### src/sv/sha_pkg.sv
// ============================================================================
// sha_pkg
// Shared types, constants and the round constant table for the SHA-256
// streaming hasher.
// ============================================================================
package sha_pkg;

    localparam int unsigned WORD_W          = 32;
    localparam int unsigned WORDS_PER_BLOCK = 16;
    localparam int unsigned ROUND_W         = 6;

    // Eight 32-bit words: hash state or working variables, index 0 is a / H0
    typedef logic [7:0][WORD_W-1:0] word8_t;

    typedef struct packed {
        logic shift;    // push load_word into the schedule line
        logic expand;   // push the next expanded schedule word
    } sched_ctl_t;

    typedef struct packed {
        logic init;     // copy the hash state into the working variables
        logic step;     // run one compression round
    } round_ctl_t;

    // Schedule slots that carry the 64-bit message length
    localparam logic [3:0] LEN_HI_IDX = 4'd14;
    localparam logic [3:0] LEN_LO_IDX = 4'd15;
    localparam logic [3:0] LAST_IDX   = 4'd15;

    localparam logic [ROUND_W-1:0] LAST_ROUND = 6'd63;

    localparam logic [WORD_W-1:0] PAD_MARK = 32'h8000_0000;

    function automatic word8_t h_init();
        word8_t h;
        h[0] = 32'h6A09E667;
        h[1] = 32'hBB67AE85;
        h[2] = 32'h3C6EF372;
        h[3] = 32'hA54FF53A;
        h[4] = 32'h510E527F;
        h[5] = 32'h9B05688C;
        h[6] = 32'h1F83D9AB;
        h[7] = 32'h5BE0CD19;
        return h;
    endfunction

    function automatic logic [WORD_W-1:0] round_k(input logic [ROUND_W-1:0] idx);
        logic [WORD_W-1:0] k;
        case (idx)
            6'd0:  k = 32'h428A2F98;  6'd1:  k = 32'h71374491;
            6'd2:  k = 32'hB5C0FBCF;  6'd3:  k = 32'hE9B5DBA5;
            6'd4:  k = 32'h3956C25B;  6'd5:  k = 32'h59F111F1;
            6'd6:  k = 32'h923F82A4;  6'd7:  k = 32'hAB1C5ED5;
            6'd8:  k = 32'hD807AA98;  6'd9:  k = 32'h12835B01;
            6'd10: k = 32'h243185BE;  6'd11: k = 32'h550C7DC3;
            6'd12: k = 32'h72BE5D74;  6'd13: k = 32'h80DEB1FE;
            6'd14: k = 32'h9BDC06A7;  6'd15: k = 32'hC19BF174;
            6'd16: k = 32'hE49B69C1;  6'd17: k = 32'hEFBE4786;
            6'd18: k = 32'h0FC19DC6;  6'd19: k = 32'h240CA1CC;
            6'd20: k = 32'h2DE92C6F;  6'd21: k = 32'h4A7484AA;
            6'd22: k = 32'h5CB0A9DC;  6'd23: k = 32'h76F988DA;
            6'd24: k = 32'h983E5152;  6'd25: k = 32'hA831C66D;
            6'd26: k = 32'hB00327C8;  6'd27: k = 32'hBF597FC7;
            6'd28: k = 32'hC6E00BF3;  6'd29: k = 32'hD5A79147;
            6'd30: k = 32'h06CA6351;  6'd31: k = 32'h14292967;
            6'd32: k = 32'h27B70A85;  6'd33: k = 32'h2E1B2138;
            6'd34: k = 32'h4D2C6DFC;  6'd35: k = 32'h53380D13;
            6'd36: k = 32'h650A7354;  6'd37: k = 32'h766A0ABB;
            6'd38: k = 32'h81C2C92E;  6'd39: k = 32'h92722C85;
            6'd40: k = 32'hA2BFE8A1;  6'd41: k = 32'hA81A664B;
            6'd42: k = 32'hC24B8B70;  6'd43: k = 32'hC76C51A3;
            6'd44: k = 32'hD192E819;  6'd45: k = 32'hD6990624;
            6'd46: k = 32'hF40E3585;  6'd47: k = 32'h106AA070;
            6'd48: k = 32'h19A4C116;  6'd49: k = 32'h1E376C08;
            6'd50: k = 32'h2748774C;  6'd51: k = 32'h34B0BCB5;
            6'd52: k = 32'h391C0CB3;  6'd53: k = 32'h4ED8AA4A;
            6'd54: k = 32'h5B9CCA4F;  6'd55: k = 32'h682E6FF3;
            6'd56: k = 32'h748F82EE;  6'd57: k = 32'h78A5636F;
            6'd58: k = 32'h84C87814;  6'd59: k = 32'h8CC70208;
            6'd60: k = 32'h90BEFFFA;  6'd61: k = 32'hA4506CEB;
            6'd62: k = 32'hBEF9A3F7;  6'd63: k = 32'hC67178F2;
            default: k = 32'h0;
        endcase
        return k;
    endfunction

endpackage

### src/sv/sha256_stream_hasher.sv
// ============================================================================
// sha256_stream_hasher
// Streaming SHA-256 over big-endian 32-bit message words.
// ============================================================================
// Words are taken one per cycle while in_ready is high until a 64-byte block
// is full; the sixteenth word starts a compression on the single round unit,
// which runs the rounds in turn and then folds the result into the hash state;
// in_ready stays low during compression.
// A word marked last also starts finishing: the rest of the block is filled
// with the 0x80 marker, zeros and the 64-bit bit length at one word per cycle,
// using an extra block when the marker lands past byte 55, then the digest is
// moved into the output register and the hash state reset. That register holds
// the digest until out_ready takes it while new words are already accepted; a
// later digest waits for it.
// ============================================================================
module sha256_stream_hasher
(
    input  logic        clk,
    input  logic        rst_n,

    input  logic        in_valid,
    output logic        in_ready,
    input  logic [31:0] data_word,
    input  logic [2:0]  valid_bytes,
    input  logic        last_word,

    output logic        out_valid,
    input  logic        out_ready,
    output logic [63:0] digest_0,
    output logic [63:0] digest_1,
    output logic [63:0] digest_2,
    output logic [63:0] digest_3
);

    localparam logic [2:0] S_IDLE  = 3'd0;
    localparam logic [2:0] S_PAD   = 3'd1;
    localparam logic [2:0] S_ROUND = 3'd2;
    localparam logic [2:0] S_ADD   = 3'd3;
    localparam logic [2:0] S_OUT   = 3'd4;

    logic [2:0]                     state_reg, state_next;
    logic [3:0]                     wc_reg, wc_next;
    logic [sha_pkg::ROUND_W-1:0]    round_reg, round_next;
    logic [63:0]                    bits_reg, bits_next;
    sha_pkg::word8_t                hash_reg, hash_next;
    logic                           fin_reg, fin_next;
    logic                           mark_done_reg, mark_done_next;
    logic                           len_here_reg, len_here_next;
    logic                           len_done_reg, len_done_next;
    logic                           out_valid_reg, out_valid_next;
    logic [63:0]                    dig_reg [4];

    logic                           in_xfer;
    logic [2:0]                     n_eff;
    logic [31:0]                    last_fill;
    logic [31:0]                    pad_word;
    logic                           out_load;

    sha_pkg::sched_ctl_t            sched_ctl;
    sha_pkg::round_ctl_t            round_ctl;
    logic [31:0]                    load_word;
    logic [31:0]                    w_cur;
    sha_pkg::word8_t                vars;

    assign in_xfer = in_valid && in_ready;

    // Bytes taken from the last word; counts above four mean a full word
    always_comb
    begin
        n_eff = (valid_bytes > 3'd4) ? 3'd4 : valid_bytes;
        case (n_eff)
            3'd0:    last_fill = sha_pkg::PAD_MARK;
            3'd1:    last_fill = {data_word[31:24], 24'h80_0000};
            3'd2:    last_fill = {data_word[31:16], 16'h8000};
            3'd3:    last_fill = {data_word[31:8], 8'h80};
            default: last_fill = data_word;
        endcase

        if (!mark_done_reg)
        begin
            pad_word = sha_pkg::PAD_MARK;
        end
        else if (len_here_reg && (wc_reg == sha_pkg::LEN_HI_IDX))
        begin
            pad_word = bits_reg[63:32];
        end
        else if (len_here_reg && (wc_reg == sha_pkg::LEN_LO_IDX))
        begin
            pad_word = bits_reg[31:0];
        end
        else
        begin
            pad_word = 32'h0;
        end
    end

    always_comb
    begin
        state_next     = state_reg;
        wc_next        = wc_reg;
        round_next     = round_reg;
        bits_next      = bits_reg;
        hash_next      = hash_reg;
        fin_next       = fin_reg;
        mark_done_next = mark_done_reg;
        len_here_next  = len_here_reg;
        len_done_next  = len_done_reg;
        out_valid_next = out_valid_reg;
        out_load       = 1'b0;
        sched_ctl      = '0;
        round_ctl      = '0;
        load_word      = data_word;

        if (out_valid_reg && out_ready)
        begin
            out_valid_next = 1'b0;
        end

        unique case (state_reg)
            S_IDLE:
            begin
                if (in_xfer)
                begin
                    sched_ctl.shift = 1'b1;
                    wc_next         = wc_reg + 4'd1;
                    if (last_word)
                    begin
                        load_word      = last_fill;
                        bits_next      = bits_reg + {58'd0, n_eff, 3'd0};
                        fin_next       = 1'b1;
                        mark_done_next = (n_eff != 3'd4);
                        len_here_next  = (n_eff != 3'd4) && (wc_reg < sha_pkg::LEN_HI_IDX);
                        state_next     = S_PAD;
                    end
                    else
                    begin
                        bits_next = bits_reg + 64'd32;
                    end
                    if (wc_reg == sha_pkg::LAST_IDX)
                    begin
                        round_ctl.init = 1'b1;
                        round_next     = '0;
                        state_next     = S_ROUND;
                    end
                end
            end

            S_PAD:
            begin
                sched_ctl.shift = 1'b1;
                load_word       = pad_word;
                wc_next         = wc_reg + 4'd1;
                if (!mark_done_reg)
                begin
                    mark_done_next = 1'b1;
                    len_here_next  = (wc_reg < sha_pkg::LEN_HI_IDX);
                end
                if (mark_done_reg && len_here_reg && (wc_reg == sha_pkg::LEN_LO_IDX))
                begin
                    len_done_next = 1'b1;
                end
                if (wc_reg == sha_pkg::LAST_IDX)
                begin
                    round_ctl.init = 1'b1;
                    round_next     = '0;
                    state_next     = S_ROUND;
                end
            end

            S_ROUND:
            begin
                round_ctl.step   = 1'b1;
                sched_ctl.expand = 1'b1;
                round_next       = round_reg + 6'd1;
                if (round_reg == sha_pkg::LAST_ROUND)
                begin
                    state_next = S_ADD;
                end
            end

            S_ADD:
            begin
                for (int i = 0; i < 8; i++)
                begin
                    hash_next[i] = hash_reg[i] + vars[i];
                end
                if (fin_reg && len_done_reg)
                begin
                    state_next = S_OUT;
                end
                else if (fin_reg)
                begin
                    // marker already placed: the next block carries the length
                    if (mark_done_reg)
                    begin
                        len_here_next = 1'b1;
                    end
                    state_next = S_PAD;
                end
                else
                begin
                    state_next = S_IDLE;
                end
            end

            S_OUT:
            begin
                // hold the digest until the previous one has been taken
                if (!out_valid_reg || out_ready)
                begin
                    out_load       = 1'b1;
                    out_valid_next = 1'b1;
                    hash_next      = sha_pkg::h_init();
                    bits_next      = '0;
                    wc_next        = '0;
                    fin_next       = 1'b0;
                    mark_done_next = 1'b0;
                    len_here_next  = 1'b0;
                    len_done_next  = 1'b0;
                    state_next     = S_IDLE;
                end
            end

            default:
            begin
                state_next = S_IDLE;
            end
        endcase
    end

    always_ff @(posedge clk or negedge rst_n)
    begin
        if (!rst_n)
        begin
            state_reg     <= S_IDLE;
            wc_reg        <= '0;
            round_reg     <= '0;
            bits_reg      <= '0;
            hash_reg      <= sha_pkg::h_init();
            fin_reg       <= 1'b0;
            mark_done_reg <= 1'b0;
            len_here_reg  <= 1'b0;
            len_done_reg  <= 1'b0;
            out_valid_reg <= 1'b0;
        end
        else
        begin
            state_reg     <= state_next;
            wc_reg        <= wc_next;
            round_reg     <= round_next;
            bits_reg      <= bits_next;
            hash_reg      <= hash_next;
            fin_reg       <= fin_next;
            mark_done_reg <= mark_done_next;
            len_here_reg  <= len_here_next;
            len_done_reg  <= len_done_next;
            out_valid_reg <= out_valid_next;
        end
    end

    always_ff @(posedge clk)
    begin
        if (out_load)
        begin
            for (int i = 0; i < 4; i++)
            begin
                dig_reg[i] <= {hash_reg[2*i], hash_reg[2*i+1]};
            end
        end
    end

    sha_sched u_sched
    (
        .clk       (clk),
        .ctl       (sched_ctl),
        .load_word (load_word),
        .w_cur     (w_cur)
    );

    sha_round u_round
    (
        .clk     (clk),
        .ctl     (round_ctl),
        .hash_in (hash_reg),
        .w       (w_cur),
        .k       (sha_pkg::round_k(round_reg)),
        .vars    (vars)
    );

    assign in_ready  = (state_reg == S_IDLE);
    assign out_valid = out_valid_reg;
    assign digest_0  = dig_reg[0];
    assign digest_1  = dig_reg[1];
    assign digest_2  = dig_reg[2];
    assign digest_3  = dig_reg[3];

endmodule

### src/sv/sha_sched.sv
// ============================================================================
// sha_sched
// Sixteen-word message schedule line. Message words shift in at the top;
// during compression the line expands itself one word per round and the
// oldest word is the round's schedule word.
// ============================================================================
module sha_sched
(
    input  logic                              clk,
    input  sha_pkg::sched_ctl_t               ctl,
    input  logic [sha_pkg::WORD_W-1:0]        load_word,
    output logic [sha_pkg::WORD_W-1:0]        w_cur
);

    logic [sha_pkg::WORD_W-1:0] w_reg [sha_pkg::WORDS_PER_BLOCK];
    logic [sha_pkg::WORD_W-1:0] s0;
    logic [sha_pkg::WORD_W-1:0] s1;
    logic [sha_pkg::WORD_W-1:0] exp_word;
    logic [sha_pkg::WORD_W-1:0] top_next;

    function automatic logic [31:0] rotr(input logic [31:0] x, input int unsigned n);
        return (x >> n) | (x << (32 - n));
    endfunction

    always_comb
    begin
        s0       = rotr(w_reg[1], 7) ^ rotr(w_reg[1], 18) ^ (w_reg[1] >> 3);
        s1       = rotr(w_reg[14], 17) ^ rotr(w_reg[14], 19) ^ (w_reg[14] >> 10);
        exp_word = w_reg[0] + s0 + w_reg[9] + s1;
        top_next = ctl.expand ? exp_word : load_word;
    end

    always_ff @(posedge clk)
    begin
        if (ctl.shift || ctl.expand)
        begin
            for (int i = 0; i < sha_pkg::WORDS_PER_BLOCK - 1; i++)
            begin
                w_reg[i] <= w_reg[i+1];
            end
            w_reg[sha_pkg::WORDS_PER_BLOCK-1] <= top_next;
        end
    end

    assign w_cur = w_reg[0];

endmodule

### src/sv/sha_round.sv
// ============================================================================
// sha_round
// SHA-256 round unit: holds the working variables a..h and applies one
// compression round per step.
// ============================================================================
module sha_round
(
    input  logic                              clk,
    input  sha_pkg::round_ctl_t               ctl,
    input  sha_pkg::word8_t                   hash_in,
    input  logic [sha_pkg::WORD_W-1:0]        w,
    input  logic [sha_pkg::WORD_W-1:0]        k,
    output sha_pkg::word8_t                   vars
);

    sha_pkg::word8_t            vars_reg;
    sha_pkg::word8_t            vars_next;
    logic [sha_pkg::WORD_W-1:0] big_s0;
    logic [sha_pkg::WORD_W-1:0] big_s1;
    logic [sha_pkg::WORD_W-1:0] ch;
    logic [sha_pkg::WORD_W-1:0] maj;
    logic [sha_pkg::WORD_W-1:0] t1;
    logic [sha_pkg::WORD_W-1:0] t2;

    function automatic logic [31:0] rotr(input logic [31:0] x, input int unsigned n);
        return (x >> n) | (x << (32 - n));
    endfunction

    always_comb
    begin
        big_s1 = rotr(vars_reg[4], 6) ^ rotr(vars_reg[4], 11) ^ rotr(vars_reg[4], 25);
        ch     = (vars_reg[4] & vars_reg[5]) ^ (~vars_reg[4] & vars_reg[6]);
        t1     = vars_reg[7] + big_s1 + ch + k + w;
        big_s0 = rotr(vars_reg[0], 2) ^ rotr(vars_reg[0], 13) ^ rotr(vars_reg[0], 22);
        maj    = (vars_reg[0] & vars_reg[1]) ^ (vars_reg[0] & vars_reg[2])
               ^ (vars_reg[1] & vars_reg[2]);
        t2     = big_s0 + maj;

        vars_next[7] = vars_reg[6];
        vars_next[6] = vars_reg[5];
        vars_next[5] = vars_reg[4];
        vars_next[4] = vars_reg[3] + t1;
        vars_next[3] = vars_reg[2];
        vars_next[2] = vars_reg[1];
        vars_next[1] = vars_reg[0];
        vars_next[0] = t1 + t2;
    end

    always_ff @(posedge clk)
    begin
        if (ctl.init)
        begin
            vars_reg <= hash_in;
        end
        else if (ctl.step)
        begin
            vars_reg <= vars_next;
        end
    end

    assign vars = vars_reg;

endmodule

### config.mk
export PLATFORM = sky130hd
export DESIGN_NAME = sha256_stream_hasher
export DESIGN_NICKNAME = d
export VERILOG_FILES = /design/src/sv/sha_pkg.sv /design/src/sv/sha256_stream_hasher.sv /design/src/sv/sha_sched.sv /design/src/sv/sha_round.sv
export SDC_FILE = /design/constraint.sdc
export NUM_CORES = 2
export LEC_CHECK = 0
export BUFFER_PORTS_ARGS = -buffer_cell sky130_fd_sc_hd__buf_2
export CORE_ASPECT_RATIO = 1.4
export CORE_MARGIN = 2
export CORE_UTILIZATION = 55
export CTS_BUF_LIST = sky130_fd_sc_hd__clkbuf_8 sky130_fd_sc_hd__clkbuf_16
export DETAILED_ROUTE_END_ITERATION = 16
export HOLD_SLACK_MARGIN = 0.02
export PLACE_DENSITY_LB_ADDON = 0.12
export SLEW_MARGIN = 10
export SYNTH_ARGS = -nofsm -noshare
export SYNTH_HDL_FRONTEND = slang
export SYNTH_HIERARCHICAL = 1
export SYNTH_SLANG_ARGS = --single-unit
### constraint.sdc
create_clock -name clk -period 12.33 [get_ports clk]
set_clock_uncertainty 0.1 [all_clocks]
set_input_delay 1.233 -clock clk [delete_from_list [all_inputs] [get_ports clk]]
set_output_delay 1.233 -clock clk [all_outputs]
set_load 0.01 [all_outputs]
# After elaboration in Yosys (flattened, before gate mapping)
# Memory sizes are Yosys's and may differ from the RTL's.
# Index checks and enable logic that the tools add are counted.
word_totals:
  regBits: 594
  output_inout_bits: 258
  ramBits: 768
  word_cells: 193
  rom_bits: 2048
  memories: 3
  in_bits: 40
mem_list:
  columns: ["name", "words", "width", "read_ports", "rd_ports_with_merged_regs", "write_ports", "line", "rtl"]
  rows:
  - ["(name not given)", 64, 32, 1, 0, 0, "sha_pkg.sv:49", "case (idx)"]
  - ["u_sched.w_reg", 16, 32, 16, 0, 16, "sha_sched.sv:15", "logic [sha_pkg::WORD_W-1:0] w_reg [sha_pkg::WORDS_PER_BLOCK];"]
  - ["dig_reg", 4, 64, 4, 0, 4, "sha256_stream_hasher.sv:51", "logic [63:0] dig_reg [4];"]
classes:
  reduce_logical: 29
  n_lt_le_gt_ge: 2
  n_eq_ne: 22
  n_addsub: 22
  n_mux: 63
  bitwise: 27
op_table:
  columns: ["cell", "n"]
  rows:
  - ["$mux W256", 3]
  - ["$add A32 B32 Y32", 18]
  - ["$pmux W256 S2", 1]
  - ["$xor A32 B32 Y32", 9]
  - ["$mux W32", 6]
  - ["$mux W64", 3]
  - ["$and A32 B32 Y32", 5]
  - ["$pmux W32 S4", 1]
  - ["$pmux W64 S2", 1]
  - ["$add A64 B6 Y64", 1]
  - ["$add A64 B6 Y64 const B", 1]
  - ["$pmux W32 S2", 1]
  - ["$not A32 Y32", 1]
  - ["$or A10 B32 Y32", 1]
  - ["$or A13 B32 Y32", 1]
  - ["$or A14 B32 Y32", 1]
  - ["$or A15 B32 Y32", 1]
  - ["$or A19 B32 Y32", 1]
  - ["$or A21 B32 Y32", 1]
  - ["$or A25 B32 Y32", 1]
  - ["$or A26 B32 Y32", 1]
  - ["$or A30 B32 Y32", 1]
  - ["$or A7 B32 Y32", 1]
  - ["$xor A32 B22 Y32", 1]
  - ["36 further kinds", 103]

# Logic depth before layout (Yosys ltp)
depth:
  word_depth: 10
  depth_mapped: 38
  mapped_depth_nobuf: 37

# Modules after synthesis
# Netlist, hierarchy kept.
modules_own_cells:
  columns: ["module", "cells_each", "n_inst", "area_per_inst_um2", "seq_area_each_um2"]
  rows:
  - ["sha256_stream_hasher", 3768, 1, 36229.7, 16240.6]
  - ["sha_round", 1844, 1, 20503.4, 7687.4]
  - ["sha_sched", 1113, 1, 20280.7, 15374.7]

# Worst setup path before layout
# No wires, ideal clock.
synth_path:
  path_type: "input to register"
  start: "in out_ready"
  end: "mem dig_reg[0][0] (enable)"
  arrival_ns: 8.954
  cell_stages: 5
  path_slack_ns: 2.556
  required_time_ns: 11.510
  path_buffers: 2
  setup_ns: 0.720
  path_cell_list: "nand2b_1 nand2_1 inv_1 clkbuf_1 clkbuf_1"
synth_lines:
  columns: ["element", "line", "rtl"]
  rows:
  - ["start: declaration", "sha256_stream_hasher.sv:28", "input logic out_ready,"]
  - ["end: declaration", "sha256_stream_hasher.sv:51", null]

# Final worst setup path
layout_path:
  start: "reg round_reg[1] in the netlist's numbering"
  end: "reg u_round.vars_reg, in the netlist u_round/vars[31] (data pin)"
layout_via:
  elab_chain_len: 6
layout_rtl:
  columns: ["element", "line", "rtl"]
  rows:
  - ["start: declaration", "sha256_stream_hasher.sv:43", "logic [sha_pkg::ROUND_W-1:0] round_reg, round_next;"]
  - ["start signal: assignment", "sha256_stream_hasher.sv:250", "round_reg <= round_next;"]
  - ["$mem_v2 Z64 W32", null, null]
  - ["$add A32 B32 Y32 (2 in a row)", "sha_round.sv:33", "t1 = vars_reg[7] + big_s1 + ch + k + w;"]
  - ["$add A32 B32 Y32", "sha_round.sv:46", "vars_next[0] = t1 + t2;"]
  - ["$mux W256", "sha_round.sv:55", "else if (ctl.step)"]
  - ["$mux W256", "sha_round.sv:51", "if (ctl.init)"]
  - ["end signal: assignment", "sha_round.sv:53", "vars_reg <= hash_in;"]
  - ["end signal: assignment", "sha_round.sv:57", "vars_reg <= vars_next;"]
  - ["end: declaration", "sha_round.sv:16", "sha_pkg::word8_t vars_reg;"]
# No other way between the ends. The select of a mux whose other input is x is not followed.
# A chain may end at the register's enable or synchronous reset.

==> flow_metrics.env <==
export IMPL_drt_iter0_markers=5243
export IMPL_cp_max_fo=25
export IMPL_post_drt_wl_per_cell_um=28.0
export IMPL_worstSetupEndpointType="register"
export IMPL_layout_drive_gt1_share_pct=14.6
export IMPL_period_share_pct=78.8
export IMPL_synth_area_mm2=0.0770
export IMPL_synth_ff_type="edfxtp_1"
export IMPL_clkLatencyLatePin_ns=0.81
export IMPL_routabilityCongestion=0.991
export IMPL_r2r_start="round_reg[1]"
export IMPL_critPathMaxStageDelay_ns=0.75
export IMPL_cts_root_buf="clkbuf_16"
export IMPL_chipWidth_um=320
export IMPL_postRouteAntennaNets=0
export IMPL_setup_violations=0
export IMPL_nets=7556
export IMPL_grt_pass1_wl_um=357000
export IMPL_yosysUniqueCellTypes=120
export IMPL_grt_antenna_before_repair=14
export IMPL_dieArea_mm2=0.143
export IMPL_setup_tns_ns=0
export IMPL_status="finished clean"
export IMPL_crit_start="round_reg[1]"
export IMPL_post_cts_resized=0
export IMPL_r2r_cells=32
export IMPL_drv_cap=0
export IMPL_rsz0062_at_grt="no"
export IMPL_finalCriticalPeriod_ns=9.71
export IMPL_h_tree_depth=4
export IMPL_grt_pass1_vias=52900
export IMPL_tightestPinTransition_ns=1.25
export IMPL_synth_seq_cells=1359
export IMPL_io_pins=298
export IMPL_start_util_pct=55.4
export IMPL_postCtsHoldBufs=0
export IMPL_critPathArrivalTime_ns=10.13
export IMPL_fmax_mhz=103
export IMPL_postRouteWirelength_um=247000
export IMPL_synth_edff_count=1024
export IMPL_slew_headroom_pct=16.4
export IMPL_async_flop_share_pct=24.7
export IMPL_num_vias=54900
export IMPL_hp_class="in2async"
export IMPL_grt_max_degree=182
export IMPL_core_area_mm2=0.139
export IMPL_drc=0
export IMPL_track_usage_pct=34.3
export IMPL_largest_reg_flops=512
export IMPL_cpMostUsedCell="inv_1"
export IMPL_r2r_end="u_round/vars[31]"
export IMPL_path_class="reg2reg"
export IMPL_dieHeight_um=447
export IMPL_syn_inst=6725
export IMPL_clk_pin_slew_ns=0.07
export IMPL_vias_per_cell=6.20
export IMPL_grt_ovfl_total=0
export IMPL_cts_tree="built"
export IMPL_start_kind="register"
export IMPL_r2r_slack_ns=2.62
export IMPL_cp_endpoint="u_round/vars[31]"
export IMPL_cts_buffer_depth=3
export IMPL_tritoncts_num_sinks=1359
export IMPL_critPathRequiredTime_ns=12.75
export IMPL_io_buffer_count=297
export IMPL_avgSynthCellArea_um2=11.5
export IMPL_yosys_warnings=6
export IMPL_postCtsSetupBuffers=0
export IMPL_numCtsBuffers=134
export IMPL_post_dp_hpwl_um=186000
export IMPL_syn_to_final_growth_pct=10.2
export IMPL_drv_slew=0
export IMPL_slowest_stage="ha_1"
export IMPL_syn_nets=7355
export IMPL_dr_pass1_iters=9
export IMPL_seq_area_frac_synth_pct=51.0
export IMPL_report_final_hold_viol_count=0
export IMPL_rows=162
## how the worst min path moves through the flow
| stage | start | end | slack, ns | cells after the start |
|---|---|---|---|---|
| 6_report | rst_n | bits_reg[30] | 0.30 | 1 |
| 5_1_grt | rst_n | bits_reg[39] | 0.32 | 1 |
| 3_3_place_gp | u_sched/w_reg[10][11] | u_sched/w_reg[9][11] | 0.30 | 0 |
| 2_1_floorplan | u_sched/w_reg[11][0] | u_sched/w_reg[10][0] | 0.30 | 0 |
| 4_1_cts | rst_n | bits_reg[29] | 0.28 | 1 |
| 3_5_place_dp | u_sched/w_reg[11][14] | u_sched/w_reg[10][14] | 0.30 | 0 |
## area by class of cell
class                   instances  area (um^2)
diodes                          3         7.51
clock buffers                 147         3570
clock inverters               103         1150
fillers                     11300        54200
inverters                     503         1900
multi-input cells            4573        34700
flip-flops and latches       1359        39300
well taps                    1804         2260
repair buffers                355         1970
## stage by stage
| stage | setup slack [ns] | hold slack [ns] | cell area [um^2] | cells | utilization [%] |
|---|---|---|---|---|---|
| floorplan | 2.56 | 0.300 | 77000 | 6725 | - |
| global placement | 2.77 | 0.300 | 80200 | 8594 | 57.6 |
| detailed placement | 2.79 | 0.305 | 80200 | 8594 | 57.6 |
| CTS | 2.76 | 0.285 | 84900 | 8844 | 61.0 |
| global route | 2.10 | 0.316 | 84900 | 8845 | 61.0 |
| finish | 2.62 | 0.298 | 84900 | 8847 | 61.0 |
## worst max-delay path, delay by kind of cell (launching register included)
family / cells / cell delay (ns)
buffers and inverters: 6 / 0.88
flip-flops: 1 / 0.32
AO/OA/AOI/OAI: 11 / 2.27
AND/OR/NAND/NOR: 5 / 1.48
adder cells (fa/ha/maj): 7 / 3.50
XOR/XNOR: 3 / 0.85
## cells in the final DEF (no fill, tap or decap), types with 18 or more instances in the layout
master / instances
nor2_1: 388
o31ai_1: 34
a222oi_1: 26
o211ai_1: 45
edfxtp_1: 1024
bufinv_16: 18
inv_1: 517
nand2_1: 435
a211oi_1: 53
xnor2_1: 350
nor3_1: 107
mux2_2: 227
buf_4: 55
o21ai_0: 415
and3_1: 40
o21bai_1: 48
maj3_1: 22
mux2i_1: 30
nand4_1: 45
nand3_1: 145
nand2b_1: 47
dfrtp_1: 196
fa_1: 196
buf_2: 296
or3_1: 30
a21o_1: 191
o21a_1: 54
a31oi_1: 33
a21oi_1: 518
clkbuf_16: 137
xor2_1: 262
ha_1: 394
and2_1: 23
a311oi_1: 18
dfstp_2: 136
nor2b_1: 38
## cells by family after synthesis
group,after synthesis,synth area share (%)
compound gates,1669,13.8
simple gates,1419,8.69
flops,1359,51.0
buf+inv,793,3.96
xor+xnor,613,6.98
fa+ha+maj,612,11.8
mux,260,3.80
## synthesized netlist by cell type (all sizes together) (15+ instances only)
cell     number  share of area [%]
a2111oi      15               0.20
a211o        16               0.18
a211oi       54               0.53
a21o        191                1.9
a21oi       520                3.4
a221oi       19               0.23
a222oi       26               0.34
a311oi       19               0.22
a31oi        34               0.30
and2         26               0.21
and3         41               0.33
buf          40               0.25
clkbuf      250                1.3
dfrtp       199                6.5
dfstp       136                4.6
edfxtp     1024                 40
fa          196                5.1
ha          394                6.4
inv         501                2.4
maj3         22               0.29
mux2        227                3.3
mux2i        30               0.39
nand2       439                2.1
nand2b       48               0.40
nand3       146               0.96
nand4        46               0.38
nor2        392                1.9
nor2b        38               0.31
nor3        112               0.76
nor3b        18               0.18
nor4         16               0.17
o211ai       45               0.44
o21a         55               0.54
o21ai       429                2.8
o21bai       48               0.47
o31ai        36               0.36
or2          20               0.17
or3          31               0.25
xnor2       351                4.0
xor2        262                3.0
## layer usage
metal	up-vias	GRT usage (%)	part of all wire, %
met2	2230	58.8	49
met4	2	17.9	5.9
met5	-	0	0.0044
li1	24700	-	-
met1	27400	42.6	39
met3	559	4.48	5.9
Power is left out: the tool's default activity adds up to more than one toggle a clock period on the data nets, which glitch-free logic cannot reach.
